`config.mk`:
```
export PLATFORM = sky130hd
export DESIGN_NAME = decay_event_timing_classifier_top
export DESIGN_NICKNAME = d
export VERILOG_FILES = /design/src/design/detc_pkg.sv /design/src/design/decay_event_timing_classifier_top.sv /design/src/design/detc_accum.sv
export VERILOG_INCLUDE_DIRS = /design/src /design/src/design
export SDC_FILE = /design/constraint.sdc
export NUM_CORES = 2
export LEC_CHECK = 0
export BUFFER_PORTS_ARGS = -buffer_cell sky130_fd_sc_hd__buf_2
export CELL_PAD_IN_SITES_DETAIL_PLACEMENT = 0
export CELL_PAD_IN_SITES_GLOBAL_PLACEMENT = 1
export CORE_AREA = 2 2 346 314
export CTS_BUF_LIST = sky130_fd_sc_hd__clkbuf_4 sky130_fd_sc_hd__clkbuf_8
export CTS_CLUSTER_DIAMETER = 200
export DETAILED_ROUTE_END_ITERATION = 16
export DIE_AREA = 0 0 348 316
export GPL_TIMING_DRIVEN = 1
export PLACE_DENSITY = 0.67
export SYNTH_ARGS = -nofsm -noshare
export SYNTH_HDL_FRONTEND = slang
export SYNTH_SLANG_ARGS = --single-unit
```
`constraint.sdc`:
```
create_clock -name clk -period 18.7 [get_ports clk]
set_input_delay 0.935 -clock clk [delete_from_list [all_inputs] [get_ports clk]]
set_output_delay 0.935 -clock clk [all_outputs]
set_load 0.02 [all_outputs]
```
`src/design/assert_macros.svh`:
```
// Assertion macros used by the top-level design file.
`ifndef ASSERT_MACROS_SVH
`define ASSERT_MACROS_SVH

// Whenever cond holds at a clock edge, prop must hold at the same edge.
`define ASSERT_IMPLIES(label, clk, rst_n, cond, prop) \
  label: assert property (@(posedge clk) disable iff (!rst_n) (cond) |-> (prop)) \
    else $error("assertion failed: implication");

// Whenever cond holds at a clock edge, prop must hold at the next edge.
`define ASSERT_NEXT(label, clk, rst_n, cond, prop) \
  label: assert property (@(posedge clk) disable iff (!rst_n) (cond) |=> (prop)) \
    else $error("assertion failed: next-cycle implication");

`endif

```
`src/design/detc_pkg.sv`:
```
// Shared types and constants of the decay event timing classifier.
package detc_pkg;

  localparam int CHAN_W   = 9;
  localparam int ENERGY_W = 20;
  localparam int STAMP_W  = 48;
  localparam int STRIP_W  = 6;
  localparam int OSTRIP_W = 7;
  localparam int GAMMA_W  = 24;
  localparam int TIME_W   = 17;
  localparam int HALF_W   = 16;
  localparam int DIFF_W   = 19;

  localparam int IN_TDATA_W  = 80;
  localparam int OUT_TDATA_W = 96;
  localparam int CFG_IDX_W   = 3;
  localparam int CFG_DATA_W  = 20;

  localparam int STRIPS_PER_SIDE_DEF = 40;
  localparam int BACK_BASE           = 80;
  localparam int GE_FIRST            = 208;
  localparam int GE_LAST             = 271;

  localparam logic [GAMMA_W-1:0]  GAMMA_MAX  = '1;
  localparam logic [OSTRIP_W-1:0] STRIP_NONE = '1;

  // Register indices of the configuration port.
  typedef enum logic [CFG_IDX_W-1:0] {
    REG_PROMPT_LOW   = 3'd0,
    REG_PROMPT_HIGH  = 3'd1,
    REG_DELAY_EARLY  = 3'd2,
    REG_DELAY_LATE   = 3'd3,
    REG_DELAY_HALF   = 3'd4,
    REG_GAMMA_LOW    = 3'd5,
    REG_GAMMA_HIGH   = 3'd6
  } cfg_reg_t;

  localparam logic signed [TIME_W-1:0] PROMPT_LOW_RST  = 17'sd40;
  localparam logic signed [TIME_W-1:0] PROMPT_HIGH_RST = 17'sd140;
  localparam logic signed [TIME_W-1:0] DELAY_EARLY_RST = -17'sd225;
  localparam logic signed [TIME_W-1:0] DELAY_LATE_RST  = 17'sd325;
  localparam logic [HALF_W-1:0]        DELAY_HALF_RST  = 16'd25;
  localparam logic [ENERGY_W-1:0]      GAMMA_LOW_RST   = 20'd160;
  localparam logic [ENERGY_W-1:0]      GAMMA_HIGH_RST  = 20'd64000;

  // Finished event state handed from the accumulator to the classifier.
  typedef struct packed {
    logic                 front_seen;
    logic [STRIP_W-1:0]   front_strip;
    logic [STAMP_W-1:0]   front_time;
    logic                 back_seen;
    logic [STRIP_W-1:0]   back_strip;
    logic [STAMP_W-1:0]   back_time;
    logic [GAMMA_W-1:0]   gamma;
  } snap_t;

endpackage

```
`src/design/decay_event_timing_classifier_top.sv`:
```
// Top level of the decay event timing classifier.
// Hits enter on in_, one per cycle when not stalled, with in_tlast on the final
// hit of an event. For each event the block keeps the highest-energy front
// strip (channels 0 to STRIPS_PER_SIDE-1) and back strip (80 onward), counting
// only non-zero energies and keeping the earlier hit on a tie, and sums the
// germanium energies (channels 208 to 271) that lie strictly inside the gamma
// window, saturating at 24 bits. After the last hit one result item leaves on
// the out_ channel: strip indices (-1 when a side is empty), event time,
// prompt and delay flags from the front-minus-back time difference, and the
// gamma sum. The block takes one hit every cycle unless a result is stalled at
// the output; a result is presented after its last hit passes the input,
// accumulate and time difference registers. The pipeline has four registered
// stages (input, accumulate, time difference, classify) and a single stall
// enable: while a result waits on out_tready, the whole pipeline holds.
// Write the configuration registers only while no event is in flight.
`include "assert_macros.svh"

module decay_event_timing_classifier_top #(
  parameter int STRIPS_PER_SIDE = detc_pkg::STRIPS_PER_SIDE_DEF
) (
  input  logic                             clk,
  input  logic                             rst_n,
  // channel[8:0], energy[28:9], stamp[76:29], zero fill above
  input  logic [detc_pkg::IN_TDATA_W-1:0]  in_tdata,
  input  logic                             in_tvalid,
  input  logic                             in_tlast,
  output logic                             in_tready,
  // front_strip[6:0], back_strip[13:7], event_time[61:14], time_valid[62],
  // is_prompt[63], is_delay[64], gamma_sum[88:65], zero fill above
  output logic [detc_pkg::OUT_TDATA_W-1:0] out_tdata,
  output logic                             out_tvalid,
  input  logic                             out_tready,
  input  logic                             cfg_we,
  input  logic [detc_pkg::CFG_IDX_W-1:0]   cfg_index,
  input  logic [detc_pkg::CFG_DATA_W-1:0]  cfg_wdata
);

  localparam int DW = detc_pkg::DIFF_W;

  // configuration registers
  logic signed [detc_pkg::TIME_W-1:0] prompt_low_r, prompt_high_r;
  logic signed [detc_pkg::TIME_W-1:0] early_c_r, late_c_r;
  logic [detc_pkg::HALF_W-1:0]        half_r;
  logic [detc_pkg::ENERGY_W-1:0]      gamma_low_r, gamma_high_r;

  always_ff @(posedge clk) begin
    if (!rst_n) begin
      prompt_low_r  <= detc_pkg::PROMPT_LOW_RST;
      prompt_high_r <= detc_pkg::PROMPT_HIGH_RST;
      early_c_r     <= detc_pkg::DELAY_EARLY_RST;
      late_c_r      <= detc_pkg::DELAY_LATE_RST;
      half_r        <= detc_pkg::DELAY_HALF_RST;
      gamma_low_r   <= detc_pkg::GAMMA_LOW_RST;
      gamma_high_r  <= detc_pkg::GAMMA_HIGH_RST;
    end else if (cfg_we) begin
      unique case (cfg_index)
        detc_pkg::REG_PROMPT_LOW:  prompt_low_r  <= cfg_wdata[detc_pkg::TIME_W-1:0];
        detc_pkg::REG_PROMPT_HIGH: prompt_high_r <= cfg_wdata[detc_pkg::TIME_W-1:0];
        detc_pkg::REG_DELAY_EARLY: early_c_r     <= cfg_wdata[detc_pkg::TIME_W-1:0];
        detc_pkg::REG_DELAY_LATE:  late_c_r      <= cfg_wdata[detc_pkg::TIME_W-1:0];
        detc_pkg::REG_DELAY_HALF:  half_r        <= cfg_wdata[detc_pkg::HALF_W-1:0];
        detc_pkg::REG_GAMMA_LOW:   gamma_low_r   <= cfg_wdata;
        detc_pkg::REG_GAMMA_HIGH:  gamma_high_r  <= cfg_wdata;
        default: ;  // drop writes beyond the register list
      endcase
    end
  end

  // one enable for every stage: advance unless a result is stuck at the output
  logic step;
  logic out_valid_r;
  assign step      = !out_valid_r || out_tready;
  assign in_tready = step;

  // stage 1: input register
  logic                          v1_r;
  logic [detc_pkg::CHAN_W-1:0]   chan_r;
  logic [detc_pkg::ENERGY_W-1:0] energy_r;
  logic [detc_pkg::STAMP_W-1:0]  stamp_r;
  logic                          last_r;

  always_ff @(posedge clk) begin
    if (!rst_n) begin
      v1_r <= 1'b0;
    end else if (step) begin
      v1_r <= in_tvalid;
    end
  end

  always_ff @(posedge clk) begin
    if (step) begin
      chan_r   <= in_tdata[8:0];
      energy_r <= in_tdata[28:9];
      stamp_r  <= in_tdata[76:29];
      last_r   <= in_tlast;
    end
  end

  // stage 2: event accumulation
  logic            snap_valid;
  detc_pkg::snap_t snap;

  detc_accum #(
    .STRIPS_PER_SIDE(STRIPS_PER_SIDE)
  ) u_accum (
    .clk       (clk),
    .rst_n     (rst_n),
    .step      (step),
    .hit_valid (v1_r),
    .hit_chan  (chan_r),
    .hit_energy(energy_r),
    .hit_stamp (stamp_r),
    .hit_last  (last_r),
    .gamma_low (gamma_low_r),
    .gamma_high(gamma_high_r),
    .snap_valid(snap_valid),
    .snap      (snap)
  );

  // stage 3: front minus back, clamped to a width that keeps every window
  // compare exact (all bounds lie well inside the clamped range)
  logic signed [detc_pkg::STAMP_W:0] diff_full;
  logic signed [DW-1:0]              diff_clamp;
  logic                              fits;

  assign diff_full = $signed({1'b0, snap.front_time}) - $signed({1'b0, snap.back_time});
  assign fits = (diff_full[detc_pkg::STAMP_W:DW-1] == '0) ||
                (diff_full[detc_pkg::STAMP_W:DW-1] == '1);

  always_comb begin
    if (fits) begin
      diff_clamp = diff_full[DW-1:0];
    end else if (diff_full[detc_pkg::STAMP_W]) begin
      diff_clamp = {1'b1, {(DW-1){1'b0}}};
    end else begin
      diff_clamp = {1'b0, {(DW-1){1'b1}}};
    end
  end

  logic                                v3_r;
  logic                                both3_r;
  logic signed [DW-1:0]                diff3_r;
  logic [detc_pkg::OSTRIP_W-1:0]       fstrip3_r, bstrip3_r;
  logic [detc_pkg::STAMP_W-1:0]        time3_r;
  logic                                tvalid3_r;
  logic [detc_pkg::GAMMA_W-1:0]        gamma3_r;

  always_ff @(posedge clk) begin
    if (!rst_n) begin
      v3_r <= 1'b0;
    end else if (step) begin
      v3_r <= snap_valid;
    end
  end

  always_ff @(posedge clk) begin
    if (step) begin
      both3_r   <= snap.front_seen && snap.back_seen;
      diff3_r   <= diff_clamp;
      fstrip3_r <= snap.front_seen ? {1'b0, snap.front_strip} : detc_pkg::STRIP_NONE;
      bstrip3_r <= snap.back_seen ? {1'b0, snap.back_strip} : detc_pkg::STRIP_NONE;
      time3_r   <= snap.front_seen ? snap.front_time :
                   snap.back_seen  ? snap.back_time  : '0;
      tvalid3_r <= snap.front_seen || snap.back_seen;
      gamma3_r  <= snap.gamma;
    end
  end

  // stage 4: window compares into the output register
  logic signed [DW:0] d_x, pl_x, ph_x, e_lo, e_hi, l_lo, l_hi;
  logic               prompt_hit, delay_hit;

  assign d_x  = (DW+1)'(diff3_r);
  assign pl_x = (DW+1)'(prompt_low_r);
  assign ph_x = (DW+1)'(prompt_high_r);
  assign e_lo = (DW+1)'(early_c_r) - $signed({4'b0, half_r});
  assign e_hi = (DW+1)'(early_c_r) + $signed({4'b0, half_r});
  assign l_lo = (DW+1)'(late_c_r) - $signed({4'b0, half_r});
  assign l_hi = (DW+1)'(late_c_r) + $signed({4'b0, half_r});

  assign prompt_hit = both3_r && d_x >= pl_x && d_x <= ph_x;
  assign delay_hit  = both3_r && ((d_x >= e_lo && d_x <= e_hi) ||
                                  (d_x >= l_lo && d_x <= l_hi));

  logic [detc_pkg::OUT_TDATA_W-1:0] out_data_r;

  always_ff @(posedge clk) begin
    if (!rst_n) begin
      out_valid_r <= 1'b0;
    end else if (step) begin
      out_valid_r <= v3_r;
    end
  end

  always_ff @(posedge clk) begin
    if (step) begin
      out_data_r <= {7'b0, gamma3_r, delay_hit, prompt_hit, tvalid3_r, time3_r,
                     bstrip3_r, fstrip3_r};
    end
  end

  assign out_tvalid = out_valid_r;
  assign out_tdata  = out_data_r;

  // a timing flag needs both sides present
  `ASSERT_IMPLIES(a_flags_need_both, clk, rst_n,
    out_tvalid && (out_tdata[63] || out_tdata[64]),
    out_tdata[6:0] != detc_pkg::STRIP_NONE && out_tdata[13:7] != detc_pkg::STRIP_NONE)
  // time_valid matches presence of any strip
  `ASSERT_IMPLIES(a_time_valid, clk, rst_n, out_tvalid,
    out_tdata[62] == (out_tdata[6:0] != detc_pkg::STRIP_NONE ||
                      out_tdata[13:7] != detc_pkg::STRIP_NONE))
  // an empty event carries a zero time
  `ASSERT_IMPLIES(a_empty_time, clk, rst_n, out_tvalid && !out_tdata[62],
    out_tdata[61:14] == '0)
  // a stalled output freezes the pipeline, so no hit may be taken
  `ASSERT_IMPLIES(a_stall_blocks, clk, rst_n, out_tvalid && !out_tready, !in_tready)

endmodule

```
`src/design/detc_accum.sv`:
```
// Per-event accumulator: best strip per side and gated gamma sum.
module detc_accum #(
  parameter int STRIPS_PER_SIDE = detc_pkg::STRIPS_PER_SIDE_DEF
) (
  input  logic                          clk,
  input  logic                          rst_n,
  input  logic                          step,
  input  logic                          hit_valid,
  input  logic [detc_pkg::CHAN_W-1:0]   hit_chan,
  input  logic [detc_pkg::ENERGY_W-1:0] hit_energy,
  input  logic [detc_pkg::STAMP_W-1:0]  hit_stamp,
  input  logic                          hit_last,
  input  logic [detc_pkg::ENERGY_W-1:0] gamma_low,
  input  logic [detc_pkg::ENERGY_W-1:0] gamma_high,
  output logic                          snap_valid,
  output detc_pkg::snap_t               snap
);

  localparam logic [detc_pkg::CHAN_W-1:0] FRONT_END =
    detc_pkg::CHAN_W'(STRIPS_PER_SIDE);
  localparam logic [detc_pkg::CHAN_W-1:0] BACK_LO =
    detc_pkg::CHAN_W'(detc_pkg::BACK_BASE);
  localparam logic [detc_pkg::CHAN_W-1:0] BACK_END =
    detc_pkg::CHAN_W'(detc_pkg::BACK_BASE + STRIPS_PER_SIDE);
  localparam logic [detc_pkg::CHAN_W-1:0] GE_LO = detc_pkg::CHAN_W'(detc_pkg::GE_FIRST);
  localparam logic [detc_pkg::CHAN_W-1:0] GE_HI = detc_pkg::CHAN_W'(detc_pkg::GE_LAST);

  logic [detc_pkg::ENERGY_W-1:0] front_en_r, front_en_nxt;
  logic [detc_pkg::ENERGY_W-1:0] back_en_r, back_en_nxt;
  detc_pkg::snap_t               st_r, st_nxt;
  logic                          snap_valid_r;
  detc_pkg::snap_t               snap_r;
  logic [detc_pkg::CHAN_W-1:0]   back_idx;
  logic [detc_pkg::GAMMA_W:0]    gsum;

  assign back_idx = hit_chan - BACK_LO;
  assign gsum = {1'b0, st_r.gamma} + (detc_pkg::GAMMA_W + 1)'(hit_energy);

  always_comb begin
    front_en_nxt = front_en_r;
    back_en_nxt  = back_en_r;
    st_nxt       = st_r;
    if (hit_chan < FRONT_END) begin
      if (hit_energy > front_en_r) begin
        front_en_nxt      = hit_energy;
        st_nxt.front_seen  = 1'b1;
        st_nxt.front_strip = hit_chan[detc_pkg::STRIP_W-1:0];
        st_nxt.front_time  = hit_stamp;
      end
    end else if (hit_chan >= BACK_LO && hit_chan < BACK_END) begin
      if (hit_energy > back_en_r) begin
        back_en_nxt       = hit_energy;
        st_nxt.back_seen  = 1'b1;
        st_nxt.back_strip = back_idx[detc_pkg::STRIP_W-1:0];
        st_nxt.back_time  = hit_stamp;
      end
    end else if (hit_chan >= GE_LO && hit_chan <= GE_HI) begin
      if (hit_energy > gamma_low && hit_energy < gamma_high) begin
        st_nxt.gamma = gsum[detc_pkg::GAMMA_W] ? detc_pkg::GAMMA_MAX
                                               : gsum[detc_pkg::GAMMA_W-1:0];
      end
    end
  end

  always_ff @(posedge clk) begin
    if (!rst_n) begin
      front_en_r   <= '0;
      back_en_r    <= '0;
      st_r         <= '0;
      snap_valid_r <= 1'b0;
    end else if (step) begin
      snap_valid_r <= hit_valid && hit_last;
      if (hit_valid) begin
        if (hit_last) begin
          // hand over the finished event and start afresh
          front_en_r <= '0;
          back_en_r  <= '0;
          st_r       <= '0;
        end else begin
          front_en_r <= front_en_nxt;
          back_en_r  <= back_en_nxt;
          st_r       <= st_nxt;
        end
      end
    end
  end

  always_ff @(posedge clk) begin
    if (step) begin
      snap_r <= st_nxt;
    end
  end

  assign snap_valid = snap_valid_r;
  assign snap       = snap_r;

endmodule
```
# After elaboration in Yosys (flattened, before gate mapping)
# Cells that the tools add are included.
# word_totals
register_bits	710
# op_classes
addsub	7
n_lt_le_gt_ge	15
n_eq_ne	8
n_mux	23
n_reduce_logical	31
# op_table
op	count
two-way mux 55 bit	4
two-way mux 20 bit	7
two-way mux 134 bit	1
two-way mux 24 bit	4
two-way mux 48 bit	2
two-way mux 79 bit	1
greater-than comparator 20 bit	3
subtractor 48 x 48 -> 49 bit	1
>= comparator 19 x 18 -> 1 bit	2
<= comparator 19 x 18 -> 1 bit	2
two-way mux 19 bit	2
adder 17 x 17 -> 18 bit	2
subtractor 17 x 17 -> 18 bit	2
equality test 31 bit, second input constant	1
zero test 31 bit	1
adder 24 x 20 -> 25 bit	1
less-than comparator 20 bit	1
>= comparator 19 x 17 -> 1 bit	1
<= comparator 19 x 17 -> 1 bit	1
AND reduction 2 bit	8
two-way mux 7 bit	2
logical AND 1 bit	10
equality test 3 bit, second input constant	3
>= comparator 9 x 7 -> 1 bit, second input constant	1
other kinds (14)	21

# Depth between registers and ports, before layout
# logic_depth
ltp_word	7
mapped_depth	26
mapped_depth_nobuf	26

# Hierarchy
# A second synthesis with hierarchy kept.
# unflattened
cells_unflattened	3416
hier_area_um2	37233.2
# by_module_without_submodules
mod	instances	cells_per_inst	area_each_um2
decay_event_timing_classifier_top	1	2226	22597.9
detc_accum	1	1190	14635.3

# Worst setup path before layout
# No wires, ideal clock.
# synth_timing
path_kind	input-to-reg
from	input out_tready
to	register u_accum.back_en_r[10] in the netlist's numbering
t_arrival_ps	11197
setup_slack_ps	7443
path_stages	8
path_cell_list	nor2b_1 inv_1 and2_1 clkbuf_1 nand2_1 nor4_1 clkbuf_1 a22o_1
# synth_via
elab_chain_cells	2
# synth_rtl
item	line	source
start: declaration	decay_event_timing_classifier_top.sv:32	input logic out_tready,
logical OR 1 bit	decay_event_timing_classifier_top.sv:72	assign step = !out_valid_r || out_tready;
named net in_tready	decay_event_timing_classifier_top.sv:27	output logic in_tready,
AND reduction 5 bit (no source line)	-	
end signal: assignment	detc_accum.sv:81	back_en_r <= back_en_nxt;
end: declaration	detc_accum.sv:29	logic [detc_pkg::ENERGY_W-1:0] back_en_r, back_en_nxt;
# The timed path passes the listed nets, and every way through them passes these cells.
# A chain may end at the register's enable or synchronous reset.

# Worst setup path in the final report
# layout_timing
from	register half_r[1] in the netlist's numbering
to	register out_data_r, in the netlist out_tdata[64], data pin
# layout_via
elab_chain_cells	5
# layout_rtl
item	line	source
start: declaration	decay_event_timing_classifier_top.sv:43	logic [detc_pkg::HALF_W-1:0] half_r;
start signal: assignment	decay_event_timing_classifier_top.sv:52	half_r <= detc_pkg::DELAY_HALF_RST;
start signal: assignment	decay_event_timing_classifier_top.sv:61	detc_pkg::REG_DELAY_HALF: half_r <= cfg_wdata[detc_pkg::HALF_W-1:0];
subtractor 17 x 17 -> 18 bit, or another cell as far along	decay_event_timing_classifier_top.sv:176	assign e_lo = (DW+1)'(early_c_r) - $signed({4'b0, half_r});
>= comparator 19 x 18 -> 1 bit, or another cell as far along	decay_event_timing_classifier_top.sv:182	assign delay_hit = both3_r && ((d_x >= e_lo && d_x <= e_hi) ||
logical AND 1 bit (on tied branches)	decay_event_timing_classifier_top.sv:182, decay_event_timing_classifier_top.sv:183	
logical OR 1 bit *	decay_event_timing_classifier_top.sv:182	
logical AND 1 bit *	decay_event_timing_classifier_top.sv:182	
named net delay_hit	decay_event_timing_classifier_top.sv:171	logic prompt_hit, delay_hit;
end signal: assignment	decay_event_timing_classifier_top.sv:197	out_data_r <= {7'b0, gamma3_r, delay_hit, prompt_hit, tvalid3_r, time3_r,
end: declaration	decay_event_timing_classifier_top.sv:185	logic [detc_pkg::OUT_TDATA_W-1:0] out_data_r;
# The timed path passes the listed nets; every way through them passes the cells marked *.

==> qor.txt <==
Crit-path slowest cell: o41ai_1
Netlist cell types: 97
placed instance area: 39,300 um^2
CTS tree: yes
Filler cells: 10,443
Post-Syn Area per Cell: 10.7 um^2
P_leak: 0.0176 uW
Place WS: 13,140 ps
cell taking the most area after synthesis: edfxtp_1
CTS clk-pin slew, worst paths: 60 ps
Seq/Total Area, Yosys: 49.5%
Max Buffers Root-to-Sink: 3
pwr dens: 96.8 nW/um^2
Bufs and invs on worst path: 1
post-layout min period: 5710 ps
Hold Path Class: in -> reg
EDFF count, synth: 408
Post-synth ARST share: 0%
DR pass1 iterations: 5
CTS sink count: 710
CTS Root Cell: clkbuf_8
Post-CTS Setup Inserts: 0
first-pass GRT wire length: 153,000 um
aggregate negative setup slack: 0 ps
Crit. End Element: register
ANT nets after route: 0
Crit path max-delay family: compound AO/OA/AOI/OAI gates
fmax: 0.175 GHz
PortBufs: 196
outcome: complete, no violations
DRT Wirelength: 99,500 um
count leader, synth: edfxtp_1
post-route DRC violation count: 0
row cnt: 114
cell mode on critical path: a21oi_1
vias in the first global route: 26,004
die width: 348 um
max-cap violations: 0
total die area: 110,000 um^2
Num CTS Buffers: 130
Yosys top cell area share: 33.1%
setup violators final: 0
Worst Path Arrival: 6250 ps
worst-skew pair later-pin latency: 820 ps
critical path class: reg -> reg
Die Y: 316 um
GP Congestion: 0.868
I/O pin count: 207
GRT Residual Overflow: 0
share of cells above drive strength 1: 16.2%
Final Util: 39.5%
Vias/cell: 5.13
Worst Path Max Fanout: 6
Synth Flop Type: edfxtp_1
largest net degree at the start of global routing: 102
DP HPWL: 69,100 um
cells along the critical path: inv_1 > fa_1 > o21ba_2 > o21ai_0 > a21oi_1 > o21bai_1 > a21oi_1 > o21ai_0 > a211oi_1 > o41ai_1 > a21oi_1 > nor2_1 > nor2_1 > xor2_1 > ha_1 > nand4_1 > nor4_1 > a211oi_1 > o31a_1 > o211ai_1 > a22o_1 > a32o_1
wire per inst: 19.3 um
Core ar.: 107,000 um^2
hold_buf cts: 0
number of H-tree levels: 4
via count: 26,433
Worst Tran Pin Value: 1310 ps
Mapped Cells: 3,446
Fin Clk Skew: 42.3 ps
RSZ-0062 raised after global routing: false
slowest cell delay on critical path: 570 ps
Final Cell Area: 42,100 um^2
Worst Path Required: 19,240 ps
GRT Total Usage: 18.0%
max-slew violation count: 0
Max IR drop VDD: 0.0586 mV
initial antenna violation count: 13
period utilization: 30.5%
yosys warns: 0
number of synthesized register bits: 710
Post-CTS Resized: 0
synth cell count leaders: 408 x edfxtp_1, 384 x nand2_1, 319 x ha_1
final worst slack: 12,990 ps
Critical Path Start Type: register
Post-Syn Area: 37,000 um^2
Slew headroom: 12.4%
Area contributors post-synth: edfxtp_1 33%, dfxtp_1 16%, ha_1 11%
final net count: 4,084
Layout area overhead: 13.8%
final hold vios: 0
Initial DRC Count: 1,818
Starting Density: 34.7%
power by group:
| group | switching (uW) | internal [uW] | leakage (uW) |
|---|---|---|---|
| clock | 693 | 899 | 0.00148 |
| combinational | 397 | 286 | 0.00897 |
| sequential | 91.9 | 1710 | 0.00716 |
worst paths after layout:
check / slack, ps / end / start / cells after the start
setup / recovery: 12990 / out_tdata[64] / half_r[1] / 22
hold / removal: 280 / chan_r[7] / in_tdata[7] / 1
setup reg to reg: 12990 / out_tdata[64] / half_r[1] / 22
hold reg to reg: 410 / out_tdata[70] / gamma3_r[5] / 0
worst register-to-register path: stages (launching register included):
cell      delay [ps]
dfxtp_1          510
inv_1            200
fa_1             470
o21ba_2          240
o21ai_0          290
a21oi_1          120
o21bai_1         230
a21oi_1          110
o21ai_0          390
a211oi_1         210
o41ai_1          570
a21oi_1          150
nor2_1           110
nor2_1            50
xor2_1           200
ha_1             310
nand4_1          110
nor4_1            70
a211oi_1         250
o31a_1           240
o211ai_1         110
a22o_1           250
a32o_1           270
placed cells by master, fill, tap and decap left out, types with 8 or more instances in the layout:
cell	Yosys	final
a21oi_1	170	170
a21o_1	81	81
clkbuf_4	0	49
clkinv_2	0	15
o21a_1	35	35
nand2b_1	58	58
buf_4	8	22
a31oi_1	27	27
dfxtp_1	302	302
o31ai_1	58	58
nor3_1	45	42
and2_1	12	11
o21ai_0	104	104
nor2_1	134	132
nand4_1	52	52
xnor2_1	61	61
o211ai_1	40	40
edfxtp_1	408	408
nand2_1	384	384
inv_1	243	242
a21boi_0	98	98
o21bai_1	15	15
mux2i_1	23	22
mux2_2	106	106
nor3b_1	8	8
a211oi_1	19	19
clkbuf_8	3	144
nand3_1	63	62
a22o_1	162	162
buf_2	2	195
ha_1	319	319
clkinv_1	0	11
nor2b_1	59	59
xor2_1	43	43
or3_1	17	17
nor4_1	11	10
registers in the layout (all words and copies together), names as in the netlist, 19 cells and up:
register,flops
stamp_r,48
time3_r,48
gamma3_r,24
u_accum.st_r,134
out_tdata,89
u_accum.back_en_r,20
u_accum.snap,134
energy_r,20
u_accum.front_en_r,20
gamma_low_r,20
diff3_r,19
gamma_high_r,20
per-layer routing:
metal / up-vias / track usage [%] / share of wire [%]
met5: - / 0 / 0.091
met4: 14 / 6.38 / 2.8
li1: 13015 / - / -
met1: 12666 / 25.6 / 50
met3: 181 / 3.70 / 4.8
met2: 557 / 27.1 / 43
through the flow:
step / total power (uW) / cells / hold WS (ps)
6_report: 4070 / 5151 / 283
5_1_grt: 4290 / 5151 / 239
4_1_cts: 4130 / 5150 / 197
3_5_place_dp: 2510 / 4910 / 405
3_3_place_gp: 2510 / 4910 / 401
2_1_floorplan: 2280 / 3452 / 400
kinds of logic after synthesis:
group | share of synthesized area, %
XOR/XNOR | 2.46
multiplexers | 3.85
AO/OA/AOI/OAI | 17.3
other | 0.0101
buffers and inverters | 4.34
AND/OR/NAND/NOR | 11.5
flip-flops | 49.5
adder cells (fa/ha/maj) | 11.1
layout make-up:
class	count	area, um^2	share of cell area, %
Multi-Input combinational cell	2347	17200	40.8
Sequential cell	710	18300	43.5
Antenna cell	1	2.50	0.00595
Tap cell	1392	1740	4.14
Clock buffer	193	2350	5.58
Timing Repair Buffer	217	1140	2.71
Inverter	244	923	2.19
Clock inverter	47	448	1.06
Note: power is estimated with default switching activity, not from simulation.
